===== src/hw/rtl/box_blur_3x3_rgb_top_defines.svh =====
// ---------------------------------------------------------------------------
// box blur assertion macros
// shared concurrent assertion forms, clocked on clk and disabled in reset
// ---------------------------------------------------------------------------
`ifndef BOX_BLUR_3X3_RGB_TOP_DEFINES_SVH
`define BOX_BLUR_3X3_RGB_TOP_DEFINES_SVH

// consequent checked at the same edge as the antecedent
`define BBLUR3_ASSERT_NOW(name, ante, cons, msg) \
	name: assert property (@(posedge clk) disable iff (!arst_n) (ante) |-> (cons)) \
		else $error(msg);

// consequent checked at the edge after the antecedent
`define BBLUR3_ASSERT_NEXT(name, ante, cons, msg) \
	name: assert property (@(posedge clk) disable iff (!arst_n) (ante) |=> (cons)) \
		else $error(msg);

`endif


===== src/hw/rtl/bblur3_pkg.sv =====
// ---------------------------------------------------------------------------
// box blur package
// pixel and control types, register indexes and the divide-by-nine helper
// ---------------------------------------------------------------------------
package bblur3_pkg;

	// configuration port
	localparam int CFG_IDX_W  = 1;
	localparam int CFG_DATA_W = 16;
	localparam int FWIDTH_W   = 11;
	localparam int FHEIGHT_W  = 16;
	localparam int OUT_COL_W  = 10;

	localparam logic [CFG_IDX_W-1:0] REG_FRAME_WIDTH  = 1'b0;
	localparam logic [CFG_IDX_W-1:0] REG_FRAME_HEIGHT = 1'b1;

	localparam logic [FWIDTH_W-1:0]  FWIDTH_RESET  = 11'd640;
	localparam logic [FHEIGHT_W-1:0] FHEIGHT_RESET = 16'd480;

	// item kinds
	localparam logic REQ_PIXEL = 1'b0;
	localparam logic REQ_DRAIN = 1'b1;

	// reciprocal of nine: floor(s * 7282 / 2^16) equals floor(s / 9) for s < 2304
	localparam logic [12:0] DIV9_MUL   = 13'd7282;
	localparam int          DIV9_SHIFT = 16;

	typedef struct packed {
		logic [7:0] red;
		logic [7:0] green;
		logic [7:0] blue;
	} pix_t;

	typedef logic [11:0] sum_t;

	typedef struct packed {
		sum_t red;
		sum_t green;
		sum_t blue;
	} sums_t;

	// per item decisions taken at acceptance
	typedef struct packed {
		logic                 is_pixel;
		logic                 emit;
		logic                 blur;
		logic                 sel_upper;
		logic                 last;
		logic [OUT_COL_W-1:0] col;
		logic [FHEIGHT_W-1:0] row;
	} ctl_t;

	function automatic logic [7:0] div9(input sum_t s);
		logic [24:0] p;
		p = 25'(s) * 25'(DIV9_MUL);
		return p[DIV9_SHIFT +: 8];
	endfunction

endpackage


===== src/hw/rtl/bblur3_ctrl.sv =====
// ---------------------------------------------------------------------------
// box blur control
// frame size registers, input and output position counters and the count
// of pending outputs; decides per item what the pipeline does with it
// ---------------------------------------------------------------------------
`include "box_blur_3x3_rgb_top_defines.svh"

module bblur3_ctrl #(
	parameter int MAX_WIDTH = 1024
) (
	input  logic                                clk,
	input  logic                                arst_n,
	input  logic                                cfg_we,
	input  logic [bblur3_pkg::CFG_IDX_W-1:0]    cfg_index,
	input  logic [bblur3_pkg::CFG_DATA_W-1:0]   cfg_wdata,
	input  logic                                accept,
	input  logic                                req_type,
	output logic                                take,
	output bblur3_pkg::ctl_t                    ctl,
	output logic [$clog2(MAX_WIDTH)-1:0]        addr
);

	localparam int AW  = $clog2(MAX_WIDTH);
	localparam int WW  = $clog2(MAX_WIDTH + 1);
	localparam int NW  = ((WW > bblur3_pkg::FWIDTH_W) ? WW : bblur3_pkg::FWIDTH_W) + 2;
	localparam int PW  = $clog2(MAX_WIDTH + 2);
	localparam int HW  = bblur3_pkg::FHEIGHT_W + 2;

	logic [bblur3_pkg::FWIDTH_W-1:0]  frame_width_q;
	logic [bblur3_pkg::FHEIGHT_W-1:0] frame_height_q;
	logic [AW-1:0]                    in_col_q;
	logic [AW-1:0]                    emit_col_q;
	logic [bblur3_pkg::FHEIGHT_W-1:0] in_row_q;
	logic [bblur3_pkg::FHEIGHT_W-1:0] emit_row_q;
	logic [PW-1:0]                    pending_q;

	logic [NW-1:0] w_eff;
	logic [HW-1:0] h_eff;
	logic [NW-1:0] in_col_w;
	logic [NW-1:0] emit_col_w;
	logic [HW-1:0] in_row_w;
	logic [HW-1:0] emit_row_w;
	logic          is_pixel;
	logic          over;
	logic          in_col_wrap;
	logic          emit_col_wrap;
	logic          in_row_wrap;
	logic          emit_row_wrap;

	// effective frame size and widened counters
	always_comb begin
		if (frame_width_q == '0) begin
			w_eff = NW'(1);
		end else if (NW'(frame_width_q) > NW'(MAX_WIDTH)) begin
			w_eff = NW'(MAX_WIDTH);
		end else begin
			w_eff = NW'(frame_width_q);
		end
		h_eff      = (frame_height_q == '0) ? HW'(1) : HW'(frame_height_q);
		in_col_w   = NW'(in_col_q);
		emit_col_w = NW'(emit_col_q);
		in_row_w   = HW'(in_row_q);
		emit_row_w = HW'(emit_row_q);
	end

	// per item decisions
	always_comb begin
		is_pixel      = (req_type == bblur3_pkg::REQ_PIXEL);
		over          = (NW'(pending_q) > w_eff);
		take          = accept && (is_pixel || (pending_q != '0));
		in_col_wrap   = (in_col_w + NW'(1) >= w_eff);
		emit_col_wrap = (emit_col_w + NW'(1) >= w_eff);
		in_row_wrap   = (in_row_w + HW'(1) >= h_eff);
		emit_row_wrap = (emit_row_w + HW'(1) >= h_eff);

		ctl.is_pixel  = is_pixel;
		ctl.emit      = is_pixel ? over : 1'b1;
		ctl.sel_upper = !is_pixel && over;
		ctl.blur      = is_pixel && over
			&& (w_eff >= NW'(3)) && (h_eff >= HW'(3))
			&& (emit_col_w >= NW'(1)) && (emit_col_w + NW'(2) <= w_eff)
			&& (emit_row_w >= HW'(1)) && (emit_row_w + HW'(2) <= h_eff);
		ctl.last      = (emit_row_w + HW'(1) == h_eff) && (emit_col_w + NW'(1) == w_eff);
		ctl.col       = emit_col_w[bblur3_pkg::OUT_COL_W-1:0];
		ctl.row       = emit_row_q;

		addr = is_pixel ? in_col_q : emit_col_q;
	end

	// frame size registers
	always_ff @(posedge clk or negedge arst_n) begin
		if (!arst_n) begin
			frame_width_q  <= bblur3_pkg::FWIDTH_RESET;
			frame_height_q <= bblur3_pkg::FHEIGHT_RESET;
		end else if (cfg_we) begin
			unique case (cfg_index)
				bblur3_pkg::REG_FRAME_WIDTH: begin
					frame_width_q <= cfg_wdata[bblur3_pkg::FWIDTH_W-1:0];
				end
				bblur3_pkg::REG_FRAME_HEIGHT: begin
					frame_height_q <= cfg_wdata[bblur3_pkg::FHEIGHT_W-1:0];
				end
			endcase
		end
	end

	// position counters and pending count
	always_ff @(posedge clk or negedge arst_n) begin
		if (!arst_n) begin
			in_col_q   <= '0;
			in_row_q   <= '0;
			emit_col_q <= '0;
			emit_row_q <= '0;
			pending_q  <= '0;
		end else if (take) begin
			if (is_pixel) begin
				if (in_col_wrap) begin
					in_col_q <= '0;
					in_row_q <= in_row_wrap ? '0 : in_row_q + 1'b1;
				end else begin
					in_col_q <= in_col_q + 1'b1;
				end
				if (!over) begin
					pending_q <= pending_q + 1'b1;
				end
			end else begin
				pending_q <= pending_q - 1'b1;
			end
			if (ctl.emit) begin
				if (emit_col_wrap) begin
					emit_col_q <= '0;
					emit_row_q <= emit_row_wrap ? '0 : emit_row_q + 1'b1;
				end else begin
					emit_col_q <= emit_col_q + 1'b1;
				end
			end
		end
	end

	// the last pixel of a frame brings the output position back to the origin
	`BBLUR3_ASSERT_NEXT(a_frame_wrap, take && ctl.emit && ctl.last, (emit_col_q == '0) && (emit_row_q == '0), "output position did not wrap after the last pixel")

endmodule


===== config.mk =====
export PLATFORM = sky130hd
export DESIGN_NAME = bblur3_ctrl
export DESIGN_NICKNAME = d
export VERILOG_FILES = /design/src/hw/rtl/bblur3_pkg.sv /design/src/hw/rtl/bblur3_ctrl.sv
export VERILOG_INCLUDE_DIRS = /design/src /design/src/hw/rtl
export SDC_FILE = /design/constraint.sdc
export NUM_CORES = 1
export LEC_CHECK = 0
export BUFFER_PORTS_ARGS = -buffer_cell sky130_fd_sc_hd__buf_2
export CORE_MARGIN = 8
export CORE_UTILIZATION = 55
export DETAILED_ROUTE_END_ITERATION = 6
export PLACE_DENSITY = 0.78
export SLEW_MARGIN = 30
export SYNTH_ARGS = -nofsm -noshare
export SYNTH_HDL_FRONTEND = slang
export SYNTH_SLANG_ARGS = --single-unit

===== constraint.sdc =====
create_clock -name clk -period 3.5 [get_ports clk]
set_input_delay 0.35 -clock clk [delete_from_list [all_inputs] [get_ports clk]]
set_output_delay 0.35 -clock clk [all_outputs]
set_load 0.005 [all_outputs]

==> flow_summary.toml <==
[status]
result_of_the_run = "finished, violations left"
failed_checks = "negative setup slack"

[timing]
skew_ps = 9.73
timing.final.setup_violations = 1
finalCriticalPeriod_ps = 3530
timing_hold_violations_final = 0
timing.final.ws_setup_ps = -33.5
worst_pin_slew_ps = 954
report.final.slew_viol_count = 0
fmax_mhz = 283
grt_setup_unrepaired = "yes"
layout_worst_path_cycle_share_pct = 101
max-slew-margin-rel_pct = 36.3
fin_tns_setup_ps = -33.5

[grt]
number_of_antenna_violations_at_the_first_check_in_global_routing = 0
grt_pass1_vias = 5839
global_route_wire_length_before_repair_mm = 29.1
global_route.usage.total_pct = 24.1
pin_count_of_the_biggest_net_entering_global_routing = 46
global_route_total_overflow = 0

[hold_path]
worst_hold_path.endpoint = "frame_height_q[13]"
timing.hold.worst.start = "cfg_wdata[13]"
min_delay_path_depth = 2
worstHoldPathType = "in2reg"

[route]
dr.pass1.iters = 6
postRouteWirelength_mm = 18.4
drt-vias-per-instance = 6.26
dr.first_iter.drc_count = 549
antenna_violating_nets_post_route = 0
detailroute.via_count = 6020
drcViolationCount = 0
routedWlPerCell_um = 19.2

[placement]
post-dp-hpwl_mm = 13.7
routabilityCongestion = 0.991
placedInstanceArea_um2 = 7080
preCtsSetupSlack_ps = -61.4
post-place-cells = 938
place.port_buffers = 63

[die]
start_util_pct = 56.3
die-width_um = 124
die_area_um2 = 15400
fp.dieH_um = 124
core-area_um2 = 11400
num_io_pins = 64
std_cell_rows = 39

[synthesis]
ys.flop_type = "dfrtp_1"
synthArstFlopShare_pct = 100
netlist_instances = 721
yosysTopAreaCell = "dfrtp_1"
synthTopCellsByArea = "dfrtp_1, ha_1, mux2_2"
yosysTopAreaCellShare_pct = 26.4
syn-mean-instance-area_um2 = 8.92
ys_top_cells_by_count = "ha_1, nand2_1, dfrtp_1, o21ai_0, mux2_2"
post_synth_instance_area_um2 = 6430
synth.lib_cells_used.distinct = 62
synth.yosys.seq_area_share_pct = 28.9
postSynthNetCount = 838
synth-edff-count = 0
synth_seq_cells = 74
synthMostInstantiatedCell = "ha_1"
ys_warn_count = 0

[worst_setup_path]
critical_path.startpoint_type = "register"
cp-end-kind = "output port"
arrival_ps = 3180
worst-setup-path-type = "reg2out"
worst-path-max-fanout = 3
reg2reg_slack_ps = 100
rr_worst_depth = 13
crit-reg2reg-capture = "emit_col_q[8]"
timing.critical_path.cells = "and4_4, and4_4, nand3_4, xnor2_2, ha_1, a21o_1, a211oi_2, o21ai_1, a21oi_1, a21oi_2, a2111oi_4, and3_1, buf_2"
crit_slowest_cell = "dfrtp_1"
longest_individual_stage_delay_on_the_worst_path_ps = 360
cp_common_cell = "and4_4"
crit_buf_inv = 1
worst_ep_required_time_ps = 3150
cp_top_family = "compound AO/OA/AOI/OAI gates"
r2r-start = "frame_width_q[5]"

[power_and_ir_drop]
maximum_vdd_drop_uv = 358
p_per_area_nw_per_um2 = 620
power.leakage_nw = 3.75

[clocking]
cts.sink_count = 74
numCtsBuffers = 9
tritoncts_clock_tree = "done"
cts.path.max_buffers = 2
htree_num_levels = 3
clkLatencyLatePin_ps = 350
path_clk_slew_ps = 60
clk_root_buffer_cell = "clkbuf_16"

[layout]
finalNetCount = 931
fin_cells = 962
final_area_um2 = 7640
n_antenna_cell = 0
final_util_pct = 66.9
drive_gt1_share_pct = 26.7
area_delta_synth_final_pct = 18.8

[job]
max_cap_violations = 0
## state kept, by name (all words and copies together), names as in the netlist
register / count
emit_col_q: 10
emit_row_q: 16
frame_height_q: 16
frame_width_q: 11
in_col_q: 10
pending_q: 11
## cell families (layout without fill, tap and decap cells)
| logic type | after synthesis | after routing | synth area share (%) |
|---|---|---|---|
| and+or+nand+nor | 252 | 252 | 19.5 |
| muxes | 44 | 44 | 7.66 |
| buffers and inverters | 69 | 167 | 4.84 |
| DFF | 74 | 74 | 28.9 |
| AOI/OAI and AO/OA | 132 | 132 | 13.0 |
| adders and majority gates | 95 | 95 | 18.6 |
| xor gates and xnor gates | 55 | 55 | 7.49 |
## per-layer routing
layer  track usage (%)  vias up  share of wire [%]
li1                  -     2776                  -
met1              29.1     2892                 39
met2              40.6      277                 49
met3              3.67       75                7.0
met4              13.2        0                4.2
met5                 0        -                  0
## report_power, final
group | leakage, nW | switching (mW) | internal, mW
combinational | 2.67 | 1.32 | 1.11
clock | 0.152 | 0.407 | 0.629
sequential | 0.922 | 0.225 | 1.05
## area by class of cell
type	instances	area (um^2)
multi-input combinational	578	4440
clock inverter	7	101
sequential	74	1860
tap	143	179
timing repair buffer	110	683
fill	871	3780
clock buffer	9	225
inverter	41	155
## what timing repair did
item                                    in CTS  in global routing
pin swaps                                   13                 10
endpoints found under the hold margin        4                  0
endpoints found under the setup margin       5                 26
buffers inserted                             3                  4
resized for setup                           22                 17
hold buffers                                 1                  0
## cell usage in the layout, fill, tap and decap left out, drive strengths merged, types with 6 or more instances in the layout
cell      n
nand2b   13
dfrtp    68
nand3    29
nand2    88
mux2     42
a21o      8
nor4     17
nor2     38
clkbuf    9
and3      9
o21a      7
a21oi    30
xnor2    39
nor2b     8
nor3      6
inv      40
dfstp     6
xor2     16
ha       94
o21ai    46
nand4    23
buf     109
## how the worst max path moves through the flow
stage,start,to,slack [ps],depth (start not counted)
after floorplan,frame_width_q[2],emit_col_q[4],240,14
after global placement,emit_row_q[3],ctl[28],-60,13
after detailed placement,emit_row_q[4],ctl[28],-60,13
after CTS,emit_row_q[5],ctl[28],-8,13
after global routing,emit_row_q[3],ctl[28],-110,13
final,emit_row_q[5],ctl[28],-30,13
## stage by stage
| step | hold WS, ps | total power, mW |
|---|---|---|
| floorplan | 54.4 | 2.83 |
| global placement | 173 | 3.42 |
| detailed placement | 179 | 3.57 |
| CTS | 223 | 4.64 |
| global route | 233 | 5.05 |
| finish | 229 | 4.74 |
No activity file was read; power rests on OpenSTA's default activity.
