===== src/hw/rtl/box_blur_3x3_rgb_top_defines.svh =====
// ---------------------------------------------------------------------------
// box blur assertion macros
// shared concurrent assertion forms, clocked on clk and disabled in reset
// ---------------------------------------------------------------------------
`ifndef BOX_BLUR_3X3_RGB_TOP_DEFINES_SVH
`define BOX_BLUR_3X3_RGB_TOP_DEFINES_SVH

// consequent checked at the same edge as the antecedent
`define BBLUR3_ASSERT_NOW(name, ante, cons, msg) \
	name: assert property (@(posedge clk) disable iff (!arst_n) (ante) |-> (cons)) \
		else $error(msg);

// consequent checked at the edge after the antecedent
`define BBLUR3_ASSERT_NEXT(name, ante, cons, msg) \
	name: assert property (@(posedge clk) disable iff (!arst_n) (ante) |=> (cons)) \
		else $error(msg);

`endif


===== src/hw/rtl/bblur3_pkg.sv =====
// ---------------------------------------------------------------------------
// box blur package
// pixel and control types, register indexes and the divide-by-nine helper
// ---------------------------------------------------------------------------
package bblur3_pkg;

	// configuration port
	localparam int CFG_IDX_W  = 1;
	localparam int CFG_DATA_W = 16;
	localparam int FWIDTH_W   = 11;
	localparam int FHEIGHT_W  = 16;
	localparam int OUT_COL_W  = 10;

	localparam logic [CFG_IDX_W-1:0] REG_FRAME_WIDTH  = 1'b0;
	localparam logic [CFG_IDX_W-1:0] REG_FRAME_HEIGHT = 1'b1;

	localparam logic [FWIDTH_W-1:0]  FWIDTH_RESET  = 11'd640;
	localparam logic [FHEIGHT_W-1:0] FHEIGHT_RESET = 16'd480;

	// item kinds
	localparam logic REQ_PIXEL = 1'b0;
	localparam logic REQ_DRAIN = 1'b1;

	// reciprocal of nine: floor(s * 7282 / 2^16) equals floor(s / 9) for s < 2304
	localparam logic [12:0] DIV9_MUL   = 13'd7282;
	localparam int          DIV9_SHIFT = 16;

	typedef struct packed {
		logic [7:0] red;
		logic [7:0] green;
		logic [7:0] blue;
	} pix_t;

	typedef logic [11:0] sum_t;

	typedef struct packed {
		sum_t red;
		sum_t green;
		sum_t blue;
	} sums_t;

	// per item decisions taken at acceptance
	typedef struct packed {
		logic                 is_pixel;
		logic                 emit;
		logic                 blur;
		logic                 sel_upper;
		logic                 last;
		logic [OUT_COL_W-1:0] col;
		logic [FHEIGHT_W-1:0] row;
	} ctl_t;

	function automatic logic [7:0] div9(input sum_t s);
		logic [24:0] p;
		p = 25'(s) * 25'(DIV9_MUL);
		return p[DIV9_SHIFT +: 8];
	endfunction

endpackage


===== src/hw/rtl/bblur3_out_if.sv =====
// ---------------------------------------------------------------------------
// box blur output channel
// valid/ready channel carrying filtered pixels with their position
// ---------------------------------------------------------------------------
interface bblur3_out_if;
	logic        valid;
	logic        ready;
	logic [7:0]  blue_out;
	logic [7:0]  green_out;
	logic [7:0]  red_out;
	logic [9:0]  out_col;
	logic [15:0] out_row;
	logic        frame_last;

	modport source (output valid, output blue_out, output green_out, output red_out,
		output out_col, output out_row, output frame_last, input ready);
	modport sink (input valid, input blue_out, input green_out, input red_out,
		input out_col, input out_row, input frame_last, output ready);
endinterface


===== src/hw/rtl/bblur3_pipe.sv =====
// ---------------------------------------------------------------------------
// box blur datapath
// line memory read forwarding, 3x3 window, channel sums and the result
// register, as three elastic stages
// ---------------------------------------------------------------------------
`include "box_blur_3x3_rgb_top_defines.svh"

module bblur3_pipe #(
	parameter int MAX_WIDTH = 1024
) (
	input  logic                          clk,
	input  logic                          arst_n,
	input  logic                          take,
	input  bblur3_pkg::ctl_t              ctl,
	input  logic [$clog2(MAX_WIDTH)-1:0]  addr,
	input  bblur3_pkg::pix_t              px,
	input  logic [23:0]                   up_rd,
	input  logic [23:0]                   mid_rd,
	output logic                          ready,
	output logic                          ram_we,
	output logic [$clog2(MAX_WIDTH)-1:0]  ram_waddr,
	output logic [23:0]                   up_wr,
	output logic [23:0]                   mid_wr,
	bblur3_out_if.source                  pix_out
);

	localparam int AW = $clog2(MAX_WIDTH);

	// stage one: item with line memory data
	logic              v_s1;
	bblur3_pkg::ctl_t  ctl_s1;
	logic [AW-1:0]     addr_s1;
	bblur3_pkg::pix_t  px_s1;
	logic              fwd_s1;
	bblur3_pkg::pix_t  byp_up_s1;
	bblur3_pkg::pix_t  byp_mid_s1;

	// stage two: sums or passed pixel
	logic                                   v_s2;
	logic                                   blur_s2;
	bblur3_pkg::sums_t                      val_s2;
	logic [bblur3_pkg::OUT_COL_W-1:0]       col_s2;
	logic [bblur3_pkg::FHEIGHT_W-1:0]       row_s2;
	logic                                   last_s2;

	// stage three: result register
	logic                                   v_s3;
	logic [7:0]                             blue_s3;
	logic [7:0]                             green_s3;
	logic [7:0]                             red_s3;
	logic [bblur3_pkg::OUT_COL_W-1:0]       col_s3;
	logic [bblur3_pkg::FHEIGHT_W-1:0]       row_s3;
	logic                                   last_s3;

	bblur3_pkg::pix_t  win_q   [9];
	bblur3_pkg::pix_t  win_nxt [9];
	bblur3_pkg::pix_t  up_eff;
	bblur3_pkg::pix_t  mid_eff;
	bblur3_pkg::pix_t  pass_px;
	bblur3_pkg::sums_t sums;

	logic out_free;
	logic s2_free;
	logic s1_fire;
	logic s2_fire;

	// handshake chain
	always_comb begin
		out_free = !v_s3 || pix_out.ready;
		s2_free  = !v_s2 || out_free;
		s1_fire  = v_s1 && s2_free;
		s2_fire  = v_s2 && out_free;
		ready    = !v_s1 || s2_free;
	end

	// line memory data, forwarded when the previous item wrote the same column
	always_comb begin
		up_eff  = fwd_s1 ? byp_up_s1 : bblur3_pkg::pix_t'(up_rd);
		mid_eff = fwd_s1 ? byp_mid_s1 : bblur3_pkg::pix_t'(mid_rd);
	end

	// line memory write: middle moves up, new pixel into middle
	always_comb begin
		ram_we    = s1_fire && ctl_s1.is_pixel;
		ram_waddr = addr_s1;
		up_wr     = mid_eff;
		mid_wr    = px_s1;
	end

	// shifted window and channel sums
	always_comb begin
		for (int r = 0; r < 3; r++) begin
			win_nxt[r*3]     = win_q[r*3+1];
			win_nxt[r*3 + 1] = win_q[r*3+2];
		end
		win_nxt[2] = up_eff;
		win_nxt[5] = mid_eff;
		win_nxt[8] = px_s1;
		sums = '0;
		for (int k = 0; k < 9; k++) begin
			sums.blue  = sums.blue + bblur3_pkg::sum_t'(win_nxt[k].blue);
			sums.green = sums.green + bblur3_pkg::sum_t'(win_nxt[k].green);
			sums.red   = sums.red + bblur3_pkg::sum_t'(win_nxt[k].red);
		end
		if (ctl_s1.is_pixel) begin
			pass_px = win_nxt[4];
		end else begin
			pass_px = ctl_s1.sel_upper ? up_eff : mid_eff;
		end
	end

	// valid flags
	always_ff @(posedge clk or negedge arst_n) begin
		if (!arst_n) begin
			v_s1 <= 1'b0;
			v_s2 <= 1'b0;
			v_s3 <= 1'b0;
		end else begin
			if (ready) begin
				v_s1 <= take;
			end
			if (s2_free) begin
				v_s2 <= v_s1 && ctl_s1.emit;
			end
			if (out_free) begin
				v_s3 <= v_s2;
			end
		end
	end

	// window registers
	always_ff @(posedge clk or negedge arst_n) begin
		if (!arst_n) begin
			for (int k = 0; k < 9; k++) begin
				win_q[k] <= '0;
			end
		end else if (ram_we) begin
			for (int k = 0; k < 9; k++) begin
				win_q[k] <= win_nxt[k];
			end
		end
	end

	// stage one payload and forwarding capture
	always_ff @(posedge clk) begin
		if (take) begin
			ctl_s1     <= ctl;
			addr_s1    <= addr;
			px_s1      <= px;
			fwd_s1     <= v_s1 && ctl_s1.is_pixel && (addr_s1 == addr);
			byp_up_s1  <= mid_eff;
			byp_mid_s1 <= px_s1;
		end
	end

	// stage two payload
	always_ff @(posedge clk) begin
		if (s1_fire) begin
			blur_s2 <= ctl_s1.blur;
			col_s2  <= ctl_s1.col;
			row_s2  <= ctl_s1.row;
			last_s2 <= ctl_s1.last;
			if (ctl_s1.blur) begin
				val_s2 <= sums;
			end else begin
				val_s2.blue  <= bblur3_pkg::sum_t'(pass_px.blue);
				val_s2.green <= bblur3_pkg::sum_t'(pass_px.green);
				val_s2.red   <= bblur3_pkg::sum_t'(pass_px.red);
			end
		end
	end

	// result register, divide by nine on blurred pixels
	always_ff @(posedge clk) begin
		if (s2_fire) begin
			if (blur_s2) begin
				blue_s3  <= bblur3_pkg::div9(val_s2.blue);
				green_s3 <= bblur3_pkg::div9(val_s2.green);
				red_s3   <= bblur3_pkg::div9(val_s2.red);
			end else begin
				blue_s3  <= val_s2.blue[7:0];
				green_s3 <= val_s2.green[7:0];
				red_s3   <= val_s2.red[7:0];
			end
			col_s3  <= col_s2;
			row_s3  <= row_s2;
			last_s3 <= last_s2;
		end
	end

	assign pix_out.valid      = v_s3;
	assign pix_out.blue_out   = blue_s3;
	assign pix_out.green_out  = green_s3;
	assign pix_out.red_out    = red_s3;
	assign pix_out.out_col    = col_s3;
	assign pix_out.out_row    = row_s3;
	assign pix_out.frame_last = last_s3;

	`BBLUR3_ASSERT_NOW(a_drain_emits, v_s1 && !ctl_s1.is_pixel, ctl_s1.emit, "drain item in flight without a result")
	`BBLUR3_ASSERT_NOW(a_blur_pixel, v_s1 && ctl_s1.blur, ctl_s1.is_pixel && ctl_s1.emit && !ctl_s1.sel_upper, "blur flagged on an item that is not an emitting pixel")
	`BBLUR3_ASSERT_NEXT(a_fwd_match, take, fwd_s1 == ($past(ram_we) && ($past(ram_waddr) == addr_s1)), "forwarding flag disagrees with the line memory write")

endmodule


===== src/flat_wrapper.sv =====
// flat-port wrapper written by rule: the top's interface ports become plain ports
module bblur3_pipe_flat 
#(
	parameter int MAX_WIDTH = 1024
)
  (clk, arst_n, take, ctl, addr, px, up_rd, mid_rd, ready, ram_we, ram_waddr, up_wr, mid_wr, pix_out_valid, pix_out_blue_out, pix_out_green_out, pix_out_red_out, pix_out_out_col, pix_out_out_row, pix_out_frame_last, pix_out_ready);
  bblur3_out_if pix_out_i ();
  input  logic clk;
  input  logic arst_n;
  input  logic take;
  input  bblur3_pkg::ctl_t ctl;
  input  logic [$clog2(MAX_WIDTH)-1:0] addr;
  input  bblur3_pkg::pix_t px;
  input  logic [23:0] up_rd;
  input  logic [23:0] mid_rd;
  output logic ready;
  output logic ram_we;
  output logic [$clog2(MAX_WIDTH)-1:0] ram_waddr;
  output logic [23:0] up_wr;
  output logic [23:0] mid_wr;
  output wire logic [$bits(pix_out_i.valid)-1:0] pix_out_valid;
  output wire logic [$bits(pix_out_i.blue_out)-1:0] pix_out_blue_out;
  output wire logic [$bits(pix_out_i.green_out)-1:0] pix_out_green_out;
  output wire logic [$bits(pix_out_i.red_out)-1:0] pix_out_red_out;
  output wire logic [$bits(pix_out_i.out_col)-1:0] pix_out_out_col;
  output wire logic [$bits(pix_out_i.out_row)-1:0] pix_out_out_row;
  output wire logic [$bits(pix_out_i.frame_last)-1:0] pix_out_frame_last;
  input wire logic [$bits(pix_out_i.ready)-1:0] pix_out_ready;
  assign pix_out_valid = pix_out_i.valid;
  assign pix_out_blue_out = pix_out_i.blue_out;
  assign pix_out_green_out = pix_out_i.green_out;
  assign pix_out_red_out = pix_out_i.red_out;
  assign pix_out_out_col = pix_out_i.out_col;
  assign pix_out_out_row = pix_out_i.out_row;
  assign pix_out_frame_last = pix_out_i.frame_last;
  assign pix_out_i.ready = pix_out_ready;
  bblur3_pipe #(.MAX_WIDTH(MAX_WIDTH)) u_core (.clk(clk), .arst_n(arst_n), .take(take), .ctl(ctl), .addr(addr), .px(px), .up_rd(up_rd), .mid_rd(mid_rd), .ready(ready), .ram_we(ram_we), .ram_waddr(ram_waddr), .up_wr(up_wr), .mid_wr(mid_wr), .pix_out(pix_out_i));
endmodule

===== config.mk =====
export PLATFORM = sky130hd
export DESIGN_NAME = bblur3_pipe_flat
export DESIGN_NICKNAME = d
export VERILOG_FILES = /design/src/hw/rtl/bblur3_pkg.sv /design/src/hw/rtl/bblur3_out_if.sv /design/src/hw/rtl/bblur3_pipe.sv /design/src/flat_wrapper.sv
export VERILOG_INCLUDE_DIRS = /design/src /design/src/hw/rtl
export SDC_FILE = /design/constraint.sdc
export NUM_CORES = 1
export LEC_CHECK = 0
export ABC_CLOCK_PERIOD_IN_PS = 5950
export BUFFER_PORTS_ARGS = -buffer_cell sky130_fd_sc_hd__buf_2
export CAP_MARGIN = 30
export CORE_ASPECT_RATIO = 1.75
export CORE_MARGIN = 4
export CORE_UTILIZATION = 30
export CTS_CLUSTER_SIZE = 28
export DETAILED_ROUTE_END_ITERATION = 12
export GPL_ROUTABILITY_DRIVEN = 0
export PLACE_DENSITY = 0.53
export SLEW_MARGIN = 20
export SYNTH_ARGS = -nofsm -noshare
export SYNTH_HDL_FRONTEND = slang
export SYNTH_SLANG_ARGS = --single-unit

===== constraint.sdc =====
create_clock -name clk -period 5.95 [get_ports clk]
set_clock_uncertainty 0.2 [all_clocks]
set_input_delay 0 -clock clk [delete_from_list [all_inputs] [get_ports clk]]
set_output_delay 0 -clock clk [all_outputs]
set_load 0.01 [all_outputs]

==> results.txt <==
The run finished with clean final reports. For the number of antenna violations at the first check in global routing, the log shows 1. The first global-routing pass estimated 102000 um of wire. After routing, the total negative slack on setup checks comes to 0 ps. The run gives 2164 as the synthesized netlist cell count. The synthesized design contains 229 enable-type register cells. The ratio of cells with drive above 1 in the final layout is 13.4%, and the share of the core filled with cells in the final layout is 36.6%.

For the total global-route track usage, the log shows 14.1%. Total die area: 91600 um2. Setup repair after global routing left no endpoint under its margin.

Setup violations remaining at the end of the flow were counted as 0. The via count normalized by instance count was 4.50; the clock latency on the worst-skew pair was 600 ps. The tool flagged a number of max-cap violations equal to 0. The clock-pin transition on the worst setup and hold timing paths came out at 70 ps. On the worst path, the slowest cell contributes a delay of 570 ps. For the worst hold margin, the log shows 70.1 ps. In this run the vertical extent of the chip is 397 um.

For this run, the top clock speed supported by timing is 183 MHz. The tools report the maximum clock path buffer count as 3. For the count of endpoints failing hold in the final timing report, the log shows 0. In the post-synthesis netlist, the cell with the most instances is sky130_fd_sc_hd__inv_1.

Buffers inserted during clock tree synthesis total 43. Compared with the post-synthesis result, the final layout area differs by 21.0%. The logs give 3143 for the final net count and 116 for the pin count of the biggest net entering global routing. The proportion of synthesized chip area in sequential cells was 40.6%; the final-layout fill cell count was 8364. After detailed routing, the average wire length per cell comes to 17.2 um. STA classifies the critical path startpoint as a flop. The proportion of register bits with asynchronous set or reset after synthesis was 39.1%; the final max-slew violation count was 0. Detailed routing inserted a total of 16700 vias.

The tools report the detailed-route DRC error count as 0. For the cell area after placement, the log shows 28100 um2. Among all stages on the critical path, the largest delay is contributed by sky130_fd_sc_hd__edfxtp_1. Measured against its own limit, the worst slew margin works out to 40.9%.

In this run the worst path has a maximum fanout of 5. Once the clock tree was built, the resizer swapped 0 gates to a different size. The largest area contributor in the synthesized netlist was sky130_fd_sc_hd__edfxtp_1. The finished cells cover 31400 um2. The H-tree generated during clock tree synthesis spans 2 levels.

Summing all flip-flop and latch instances after layout gives 10600 um2. Counting I/O delays and the setup requirement, the final critical path takes 5470 ps. STA classifies the critical path endpoint as a flop.

Period utilization: 91.9%. By count the netlist is led by sky130_fd_sc_hd__inv_1, sky130_fd_sc_hd__ha_1, sky130_fd_sc_hd__fa_1, sky130_fd_sc_hd__edfxtp_1, sky130_fd_sc_hd__dfrtp_1. In this run the biggest area consumer among cell types represents 26.5% of the synthesized area. Counting flops and latches in the post-synthesis netlist gives 376. The run gives 0 as the count of nets left with antenna violations after detail routing. The netlist uses 68 different library cells. Buffers placed on the I/O ports in this run total 228. The area of combinational cells with multiple inputs is 13300 um2.

At the worst endpoint, the required time is 6100 ps. The signal on the critical path passes through fa_1, ha_1, inv_1, fa_1, inv_1, fa_1, inv_1, fa_1, inv_1, ha_1, nand2_1, nor3_2, a32oi_1, o21ai_1, nand3_1, o311ai_1. Once the floorplan was initialized, standard cells occupied 30.3% of the core. After synthesis, the cell types taking the most area are sky130_fd_sc_hd__edfxtp_1, sky130_fd_sc_hd__fa_1, sky130_fd_sc_hd__dfrtp_1. For this design, the sink count on the clock tree is 376. The length of the first detailed-routing pass in iterations came out at 4. The die span in x is 230 um.

The number of nets in the synthesized netlist is 2773. In this run the count of I/O pins placed on the die edge is 229. Global routing finished with a remaining overflow of 0. The synthesized netlist occupies a cell area of 26000 um2. The region available for standard cell placement spans 85800 um2. The worst setup path is of the flop to flop kind.

During synthesis, Yosys emitted a total of 0 warnings. The transition at the pin with the smallest max-transition slack came out at 885 ps. The final layout contains routed wiring with a total length of 64100 um. The average instance in the mapped netlist occupies 12.0 um2. In this run the clock root is driven by a sky130_fd_sc_hd__clkbuf_16. Arrival time of the worst setup path: 5610 ps. For this block, the initial DRC count from the detailed router was 632.

The path class of the tightest hold or removal check is primary input to flop. The most common flop cell mapped by yosys is sky130_fd_sc_hd__edfxtp_1. The site row count came out at 142. TritonCTS built the clock tree. After legalization and detailed placement, the total HPWL measured 47800 um.

For the via count of the first global-routing pass, the log shows 18600.
-- cells in the final DEF (no fill, tap or decap), types with 16 or more instances in the layout --
cell and instances:
sky130_fd_sc_hd__a211oi_1 53, sky130_fd_sc_hd__a21o_1 21, sky130_fd_sc_hd__a21oi_1 103, sky130_fd_sc_hd__buf_2 226
sky130_fd_sc_hd__clkbuf_16 44, sky130_fd_sc_hd__dfrtp_1 147, sky130_fd_sc_hd__dlygate4sd3_1 182, sky130_fd_sc_hd__edfxtp_1 229
sky130_fd_sc_hd__fa_1 234, sky130_fd_sc_hd__ha_1 258, sky130_fd_sc_hd__inv_1 399, sky130_fd_sc_hd__mux2_1 81
sky130_fd_sc_hd__mux2_2 20, sky130_fd_sc_hd__mux2i_1 44, sky130_fd_sc_hd__nand2_1 79, sky130_fd_sc_hd__nand3_1 24
sky130_fd_sc_hd__nand4_1 16, sky130_fd_sc_hd__nor2_1 81, sky130_fd_sc_hd__nor3_1 21, sky130_fd_sc_hd__o21ai_1 55
sky130_fd_sc_hd__xnor2_1 25, sky130_fd_sc_hd__xor2_1 29
-- metal layers --
metal / vias to the layer above / wire length [um] / global-route usage [%]
li1: 8014 / - / -
met3: 78 / 2310 / 1.96
met2: 274 / 34300 / 26.7
met4: 0 / 1450 / 3.86
met1: 8374 / 26000 / 16.7
met5: - / 0 / 0
-- layout make-up --
class / count / area share, %
antenna: 1 / 0.00796
clock buffer: 59 / 3.78
clock inverter: 21 / 0.820
inverter: 404 / 4.83
multi-input combinational: 1284 / 42.4
sequential: 376 / 33.6
tap: 1152 / 4.58
timing repair buffer: 425 / 10.0
-- metrics by stage --
step | instances | setup slack (ps)
3_3_place_gp | 3457 | 424
6_report | 3722 | 482
3_5_place_dp | 3457 | 434
4_1_cts | 3720 | 412
5_1_grt | 3721 | 178
2_1_floorplan | 2164 | 1020
-- cell families after synthesis --
group	synth area share, %
AO/OA/AOI/OAI	7.93
XOR/XNOR	1.99
adder cells (fa/ha/maj)	30.5
buffers and inverters	8.10
flip-flops	40.6
multiplexers	6.13
AND/OR/NAND/NOR	4.76
-- what timing repair did --
action / 4_1_cts / 5_1_grt
setup endpoints to repair: 0 / 0
endpoints found under the hold margin: 277 / 0
hold buffers: 183 / 0
setup buffers: 0 / 0
-- path summary, 6_finish.rpt --
check | from | to | slack, ps | cells past startpoint
max in group asynchronous | arst_n | u_core.win_nxt[122]$_DFFE_PN0P_ | 4500 | 5
max reg2reg | u_core.val_s2[31]$_DFFE_PP_ | u_core.pix_out.red_out[5]$_DFFE_PP_ | 480 | 16
max | u_core.val_s2[31]$_DFFE_PP_ | u_core.pix_out.red_out[5]$_DFFE_PP_ | 480 | 16
min | pix_out_ready | u_core.pix_out.valid$_DFFE_PN0P_ | 70 | 4
min in group asynchronous | arst_n | u_core.win_nxt[43]$_DFFE_PN0P_ | 340 | 4
min reg2reg | u_core.col_s2[1]$_DFFE_PP_ | u_core.pix_out.out_col[1]$_DFFE_PP_ | 220 | 0
-- registers in the layout, summed over array words and instances, names as in the netlist, 10 cells and up --
signal / count
u_core.row_s2: 16
u_core.ram_waddr: 10
u_core.mid_wr: 24
u_core.pix_out.out_row: 16
u_core.byp_mid_s1: 24
u_core.ctl_s1: 31
u_core.win_nxt: 144
u_core.val_s2: 36
u_core.col_s2: 10
u_core.byp_up_s1: 24
u_core.pix_out.out_col: 10
-- critical path: cells and delay by family (launching register included) --
family / cells / cell delay, ps
AO/OA/AOI/OAI: 3 / 980
adder cells (fa/ha/maj): 6 / 2620
buffers and inverters: 4 / 210
flip-flops: 1 / 570
AND/OR/NAND/NOR: 3 / 630
Power is not shown: default switching activity piles up to over one toggle a cycle in this logic, so the estimate is an artifact.
